$ cat src/hdl/score_table_top_k_sum_unit_macros.svh
// assertion macros shared by the score table design
`ifndef SCORE_TABLE_TOP_K_SUM_UNIT_MACROS_SVH
`define SCORE_TABLE_TOP_K_SUM_UNIT_MACROS_SVH

// same-cycle implication, disabled during reset
`define ST_ASSERT_IMP(label, ante, cons, msg) \
  label: assert property (@(posedge clk) disable iff (rst) (ante) |-> (cons)) else $error(msg);

// next-cycle implication, disabled during reset
`define ST_ASSERT_NXT(label, ante, cons, msg) \
  label: assert property (@(posedge clk) disable iff (rst) (ante) |=> (cons)) else $error(msg);

`endif

$ cat src/hdl/st_pkg.sv
// types and codes for the score table top-k sum block
package st_pkg;

  // op codes carried on the input tuser
  localparam logic [1:0] OP_ADD   = 2'd0;
  localparam logic [1:0] OP_CLEAR = 2'd1;
  localparam logic [1:0] OP_QUERY = 2'd2;

  // sequencer states, one-hot
  typedef enum logic [7:0] {
    S_IDLE  = 8'b00000001,
    S_UPD   = 8'b00000010,
    S_SCAN  = 8'b00000100,
    S_DRAIN = 8'b00001000,
    S_PEND  = 8'b00010000,
    S_MUL   = 8'b00100000,
    S_FIN   = 8'b01000000,
    S_INIT  = 8'b10000000
  } state_t;

  // control from the sequencer to the compare and accumulate unit
  typedef struct packed {
    logic clr;
    logic en;
  } st_ctl_t;

endpackage

$ cat src/hdl/st_acc.sv
// shared compare and accumulate unit used by every table pass
module st_acc #(
  parameter int SCORE_BITS = 24,
  parameter int CW         = 9
) (
  input  logic                     clk,
  input  logic                     rst,
  input  st_pkg::st_ctl_t          ctl,
  input  logic [SCORE_BITS-1:0]    datum,
  input  logic [SCORE_BITS-1:0]    ref_val,
  output logic [CW-1:0]            cnt,
  output logic [SCORE_BITS+CW-1:0] acc
);

  logic hit;

  // one comparator: entry strictly above the reference
  assign hit = datum > ref_val;

  // count and sum the entries that pass the compare
  always_ff @(posedge clk) begin
    if (rst || ctl.clr) begin
      cnt <= '0;
      acc <= '0;
    end else if (ctl.en && hit) begin
      cnt <= cnt + CW'(1);
      acc <= acc + (SCORE_BITS+CW)'(datum);
    end
  end

endmodule

$ cat config.mk
export PLATFORM = sky130hd
export DESIGN_NAME = st_acc
export DESIGN_NICKNAME = d
export VERILOG_FILES = /design/src/hdl/score_table_top_k_sum_unit_macros.svh /design/src/hdl/st_pkg.sv /design/src/hdl/st_acc.sv
export SDC_FILE = /design/constraint.sdc
export NUM_CORES = 1
export LEC_CHECK = 0
export ABC_AREA = 0
export BUFFER_PORTS_ARGS = -buffer_cell sky130_fd_sc_hd__buf_2
export CORE_MARGIN = 1
export CORE_UTILIZATION = 50
export CTS_CLUSTER_DIAMETER = 80
export DETAILED_ROUTE_END_ITERATION = 12
export MAX_ROUTING_LAYER = met4
export PLACE_DENSITY = 0.73
export REMOVE_ABC_BUFFERS = 1
export SLEW_MARGIN = 20
export SYNTH_ARGS = -nofsm -noshare
export SYNTH_HDL_FRONTEND = slang
export SYNTH_SLANG_ARGS = --single-unit
$ cat constraint.sdc
create_clock -name clk -period 6.2 [get_ports clk]
set_input_delay 0.62 -clock clk [delete_from_list [all_inputs] [get_ports clk]]
set_output_delay 0.62 -clock clk [all_outputs]
set_load 0.02 [all_outputs]
* After elaboration in Yosys (flattened, before gate mapping)
Cells that the tools add are included.
Operators by class: add/sub/neg operators 2, $lt $le $gt $ge 1, reductions and logical operators 2
Operators with widths (count):
- 33-bit by 24-bit adder with 33-bit output | 1
- 24-bit greater-than comparator | 1
- 9-bit by 1-bit adder with 9-bit output, second input constant | 1
- 1-bit logical AND | 1
- 1-bit logical OR | 1
Storage, ports and cells: register bits 42, input bits 52, output and inout port bits 42

* Depth between registers and ports, before layout
Gate-level depths: netlist of run 1.
depth in word-level cells 2, gate-level depth with buffers 11

* Worst setup path before layout of run 1
OpenSTA, ideal clock, no wires.
kind in2reg, start input port datum[0], end register acc[16], setup time 128 ps, arrival 2549 ps, path slack 3524 ps, stages on the path 10, path through ha_1 -> fa_1 -> a211o_1 -> a21o_1 -> a21oi_2 -> o21ai_1 -> a221oi_1 -> xnor2_1 -> mux2i_1 -> nor2_1
Between the ends: longest elaborated chain between the ends 2, elaborated cells on any way between the ends 3
RTL lines:
- start, declared | line st_acc.sv:9 | input logic [SCORE_BITS-1:0] datum,
- branches (longest 2 deep; another with 33-bit by 24-bit adder with 33-bit output)
- end signal, assigned | line st_acc.sv:27 | acc <= acc + (SCORE_BITS+CW)'(datum);
- end, declared | line st_acc.sv:12 | output logic [SCORE_BITS+CW-1:0] acc
Parallel ways; which one is timed is not known. A chain may end at the register's enable or synchronous reset.

* Worst setup path in the final report of run 1
start input port datum[15], end register acc[31]
Same word-level chain as after synthesis.

==> results of run 1 <==
[power breakdown]
part,internal [mW],leakage [nW],switching (mW),total (mW)
Sequential,0.275,0.339,0.00464,0.279
Combinational,0.0719,1.67,0.0987,0.171
Clock,0.121,0.0585,0.106,0.227
[per-layer routing]
layer,part of all wire,global-route usage,wire [um]
met4,0.011,0.0682,89
met5,0,-,0
met3,0.055,0.0327,459
met1,0.48,0.303,3970
met2,0.46,0.388,3780
[cells in the final DEF (no fill, tap or decap), types with 3 or more instances in the layout]
cell and n:
o21ai_1 4, ha_1 49, o21bai_1 5, o31ai_1 4
and2_1 4, a21oi_1 29, o21a_1 5, a21o_1 15
xnor2_1 12, or3_1 7, or2_2 3, a211oi_1 5
mux2i_1 19, dfxtp_1 42, nand3_1 8, o21ai_0 15
nand4_1 17, inv_1 29, and3_1 3, xor2_1 16
nor2_1 46, buf_2 93, o211ai_1 5, clkbuf_8 5
nand2_1 18
[layout make-up]
type,count,share of cell area
inverter,30,0.0271
sequential,42,0.202
multi-input combinational,328,0.601
tap,96,0.0289
timing repair buffer,94,0.114
clock inverter,3,0.0105
clock buffer,5,0.0166
[worst min path at each step]
stage                     cells past startpoint   start     end
after global routing                          2  cnt[8]  cnt[8]
final                                         2  cnt[8]  cnt[8]
after global placement                        2  cnt[8]  cnt[8]
after floorplan                               2  cnt[8]  cnt[8]
after CTS                                     2  cnt[8]  cnt[8]
after detailed placement                      2  cnt[8]  cnt[8]
[sequential cells by signal, indices dropped and copies added (netlist names)]
register	flops
acc	33
cnt	9
[kinds of logic (layout without fill, tap and decap cells)]
kind of cell,after synthesis,in the layout,share of synthesized area
AO/OA/AOI/OAI,115,115,0.242
XOR/XNOR,28,28,0.0698
adder cells (fa/ha/maj),50,50,0.180
buffers and inverters,42,132,0.0513
flip-flops,42,42,0.239
multiplexers,19,19,0.0542
AND/OR/NAND/NOR,116,116,0.163
[worst reg2reg max path, stage by stage, from the launching register on]
cell and delay, ns:
dfxtp_1 0.33, ha_1 0.23, fa_1 0.44, a211o_1 0.32, a21o_1 0.20, a21oi_2 0.23, o21ai_1 0.15, a221oi_1 0.35
xnor2_1 0.10, mux2i_1 0.15, nor2_1 0.06
==> impl_metrics.yaml, run 1 <==
status:
  status: "complete, but fails checks"
  violations: "DRC"
synthesis:
  ys_warn_count: 0
  synth_edf_count: 0
  ys_seq_area_frac: 0.239
  synth_top_area_share: 0.239
  async_flop_share: 0
  synthCells: 412
  syn_area_um2: 3510
  ys_types: 57
  yosys.area.top_type: "dfxtp_1"
  yosys-top-cells-area: "dfxtp_1 (24%), ha_1 (17%), mux2i_1 (5.4%)"
  yosysMostFrequentCell: "ha_1"
  postSynthAreaPerCell_um2: 8.52
  synth_common_cells: "ha_1 (49), nor2_1 (46), dfxtp_1 (42), a21oi_1 (29), inv_1 (29)"
  synthFlopType: "dfxtp_1"
  synth_seq_cells: 42
clock_network:
  clock_latency_ns: 0.30
  post_cts_resized: 0
  cts.sinks: 42
  htreeDepth: 2
  ctsLongestPathBuffers: 2
  cts_hold_buf: 0
  clock-root-buffer: "clkbuf_8"
  cts_tree: "yes"
  path_clk_slew_ns: 0.09
  numCtsBuffers: 5
  post_cts_buffers: 0
drt:
  antenna_left: 0
  drt_iter0_markers: 115
  first_pass_iters: 9
  wirelength_mm: 8.30
  dr_total_vias: 3282
  drc: 1
  wl_per_cell_um: 13.9
  viasPerCell: 5.49
setup_path:
  cp_slowest_cell: "or4_1"
  end_kind: "register"
  path_delay_family: "simple AND/OR/NAND/NOR gates"
  r2r_slack_ns: 3.50
  critPathKind: "in2reg"
  critPathLaunchType: "input pin"
  cp.depth: 10
  cp.arrival_ns: 3.49
  path_cells: "buf_2, ha_1, nand4_1, nor4_2, o31ai_1, a21oi_4, buf_4, inv_2, or4_1, a21oi_1"
  path_buf_inv: 3
  r2r_end: "acc[16]"
  r2r_start: "acc[0]"
  reg2regPathDepth: 10
  required_ns: 6.42
  max_stage_delay_ns: 0.53
  critPathLaunch: "datum[15]"
  crit_fanout: 31
  cp-endpoint: "acc[31]"
global_route:
  grt_pass1_wl_mm: 13.7
  grt-ovfl-total: 0
  grt_pass1_vias: 3110
  grt_antenna_before_repair: 0
  track_usage: 0.236
  grt_max_degree: 42
placement:
  dpl_cell_area_um2: 4040
  port_buffers: 93
  gp_congestion: 0.873
  dpl.cell_count: 590
  post-place-ws_ns: 2.64
  hpwl_mm: 6.61
timing:
  hold_ws_ns: 0.496
  rsz0062_at_grt: "no"
  skew_ns: 0.00415
  maxSlewViolCount: 0
  max_slew_margin: 0.450
  setup_slack_ns: 2.93
  fin_crit_ns: 3.27
  finalHoldViolCount: 0
  period_share: 0.527
  worst_pin_slew_ns: 0.825
  fmax_mhz: 306
  finalSetupViolCount: 0
  finalSetupTns_ns: 0
min_path:
  hold_class: "reg2reg"
floorplanning:
  io_pins: 94
  die_w_um: 85.8
  die_area_um2: 7360
  core_area_um2: 6790
  die_h_um: 85.8
  num_rows: 30
  initial_utilization: 0.517
layout:
  antennaDiodeCount: 0
  multi_input_area_um2: 2500
  drive_gt1_frac: 0.243
  area_delta_synth_final_pct: 18.4
  nets: 603
  seq_area_um2: 841
  fillers: 659
  fin_area_um2: 4160
  final_cells: 598
  utilization: 0.612
power_and_ir_drop:
  power_density_nw_per_um2: 163
  p_leak_nw: 2.07
  irDropWorstVdd_mv: 0.119
  p_total_mw: 0.677
run:
  maxCapViolations: 0
Note: power is estimated with default switching activity, not from simulation.
==> run 2, diff against run 1 <==
==> constraint.sdc (replaced) <==
create_clock -name clk -period 3.27 [get_ports clk]
set_input_delay 0.327 -clock clk [delete_from_list [all_inputs] [get_ports clk]]
set_output_delay 0.327 -clock clk [all_outputs]
set_load 0.02 [all_outputs]
==> run 2 against run 1 <==
  * The run still ends with DRC left
  * Highest routed layer unchanged
  * Via count is 0.15% higher
  * Global-route usage is 0.34 points higher
  * Clock power up 52%
  * Worst hold slack worse by 0.13 ns
==> impl_metrics.yaml, run 2 (synthesis gave the netlist of run 1 again) <==
status:
  status: "complete, but fails checks"
  violations: "DRC"
floorplanning:
  die_h_um: 85.8
  initial_utilization: 0.517
  io_pins: 94
  core_area_um2: 6790
  die_w_um: 85.8
  die_area_um2: 7360
  num_rows: 30
timing:
  period_share: 0.801
  max_slew_margin: 0.452
  finalHoldViolCount: 0
  finalSetupViolCount: 0
  skew_ns: 0.00888
  maxSlewViolCount: 0
  fmax_mhz: 382
  rsz0062_at_grt: "no"
  setup_slack_ns: 0.650
  fin_crit_ns: 2.62
  worst_pin_slew_ns: 0.823
setup_path:
  path_buf_inv: 0
  cp_slowest_cell: "fa_1"
  critPathLaunchType: "register"
  critPathKind: "reg2reg"
  cp.arrival_ns: 2.79
  end_kind: "register"
  max_stage_delay_ns: 0.44
  cp.depth: 10
  path_cells: "ha_1, fa_1, a211o_1, a21oi_1, o41ai_2, o221ai_2, o21ai_2, o2111ai_1, xor2_1, nor2_1"
  required_ns: 3.44
  crit_fanout: 5
  path_delay_family: "compound AO/OA/AOI/OAI gates"
  reg2regPathDepth: 10
drt:
  first_pass_iters: 8
  antenna_left: 0
  drc: 1
  drt_iter0_markers: 114
  dr_total_vias: 3287
  viasPerCell: 5.49
  wirelength_mm: 8.27
  wl_per_cell_um: 13.8
layout:
  top_register: "acc"
  drive_gt1_frac: 0.243
  area_delta_synth_final_pct: 17.9
  nets: 604
  mostFrequentLayoutCell: "buf_2"
  antennaDiodeCount: 0
  final_cells: 599
  largest_reg_flops: 33
  fillers: 626
  most-common-layout-cells: "buf_2 (93), ha_1 (49), nor2_1 (46)"
  top_regs: "acc (33), cnt (9)"
power_and_ir_drop:
  power_density_nw_per_um2: 290
  intPower_mw: 0.809
  swShare: 0.326
  power_frac_seq: 0.441
  p_leak_nw: 2.06
  clockPowerShare: 0.288
  power_frac_comb: 0.271
  p_switching_mw: 0.392
  irDropWorstVdd_mv: 0.187
placement:
  post-place-ws_ns: 0.399
  gp_congestion: 0.937
  hpwl_mm: 6.64
  dpl.cell_count: 591
  port_buffers: 93
clock_network:
  cts.sinks: 42
  path_clk_slew_ns: 0.09
  htreeDepth: 2
  post_cts_buffers: 0
  post_cts_resized: 0
  clock_latency_ns: 0.31
  cts_hold_buf: 0
  numCtsBuffers: 5
  cts_tree: "yes"
  clock-root-buffer: "clkbuf_8"
  ctsLongestPathBuffers: 2
min_path:
  hold_class: "in2reg"
  min_delay_path_depth: 4
global_route:
  track_usage: 0.239
  grt_pass1_wl_mm: 13.7
  grt_pass1_vias: 3069
  grt_max_degree: 42
  grt_antenna_before_repair: 0
  grt-ovfl-total: 0
run:
  maxCapViolations: 0
run 2: cell types whose count changed in the layout (fill, tap and decap cells not counted), sizes merged:
cell    change
clkbuf      +1
inv         -1
bufinv      -1
clkinv      +1
buf         +1
run 2: metal layers:
| metal | vias to the layer above | part of all wire | GRT usage |
|---|---|---|---|
| met5 | - | 0 | - |
| met4 | 0 | 0.020 | 0.0758 |
| met3 | 14 | 0.043 | 0.0462 |
| met2 | 88 | 0.46 | 0.392 |
| met1 | 1496 | 0.48 | 0.298 |
| li1 | 1689 | - | - |
run 2: worst paths after layout:
check             startpoint  endpoint  slack, ns
hold / removal           rst   acc[20]       0.37
hold reg to reg       cnt[8]    cnt[8]       0.49
setup / recovery      acc[0]   acc[32]       0.65
setup reg to reg      acc[0]   acc[32]       0.65
run 2: power groups by stage:
stage          Combinational (mW)  Sequential [mW]  Clock (mW)
2_1_floorplan               0.211            0.552           0
3_3_place_gp                0.316            0.542           0
3_5_place_dp                0.325            0.542           0
4_1_cts                     0.326            0.530       0.351
5_1_grt                     0.363            0.531       0.378
6_report                    0.325            0.530       0.346
run 2: area by class of cell:
| type | count | area, um^2 | share of cell area |
|---|---|---|---|
| clock inverter | 2 | 13.8 | 0.00333 |
| inverter | 30 | 113 | 0.0272 |
| tap | 96 | 120 | 0.0290 |
| sequential | 42 | 841 | 0.203 |
| timing repair buffer | 95 | 480 | 0.116 |
| clock buffer | 6 | 72.6 | 0.0175 |
| multi-input combinational | 328 | 2500 | 0.604 |
run 2: worst register-to-register path: cells and delay by family, from the launching register on:
kind            cells  cell delay [ns]
compound gates      6             1.25
flops               1             0.33
fa+ha+maj           2             0.68
simple gates        1             0.05
xor+xnor            1             0.18
run 2: through the flow:
stage          area [um^2]  hold WS (ns)  power, mW  utilization  TNS [ns]
2_1_floorplan         3440         0.522      0.764            -    -0.294
5_1_grt               4140         0.381       1.27        0.609         0
4_1_cts               4140         0.359       1.21        0.609         0
6_report              4140         0.366       1.20        0.609         0
3_5_place_dp          4050         0.484      0.866        0.596         0
3_3_place_gp          4050         0.471      0.857        0.596         0
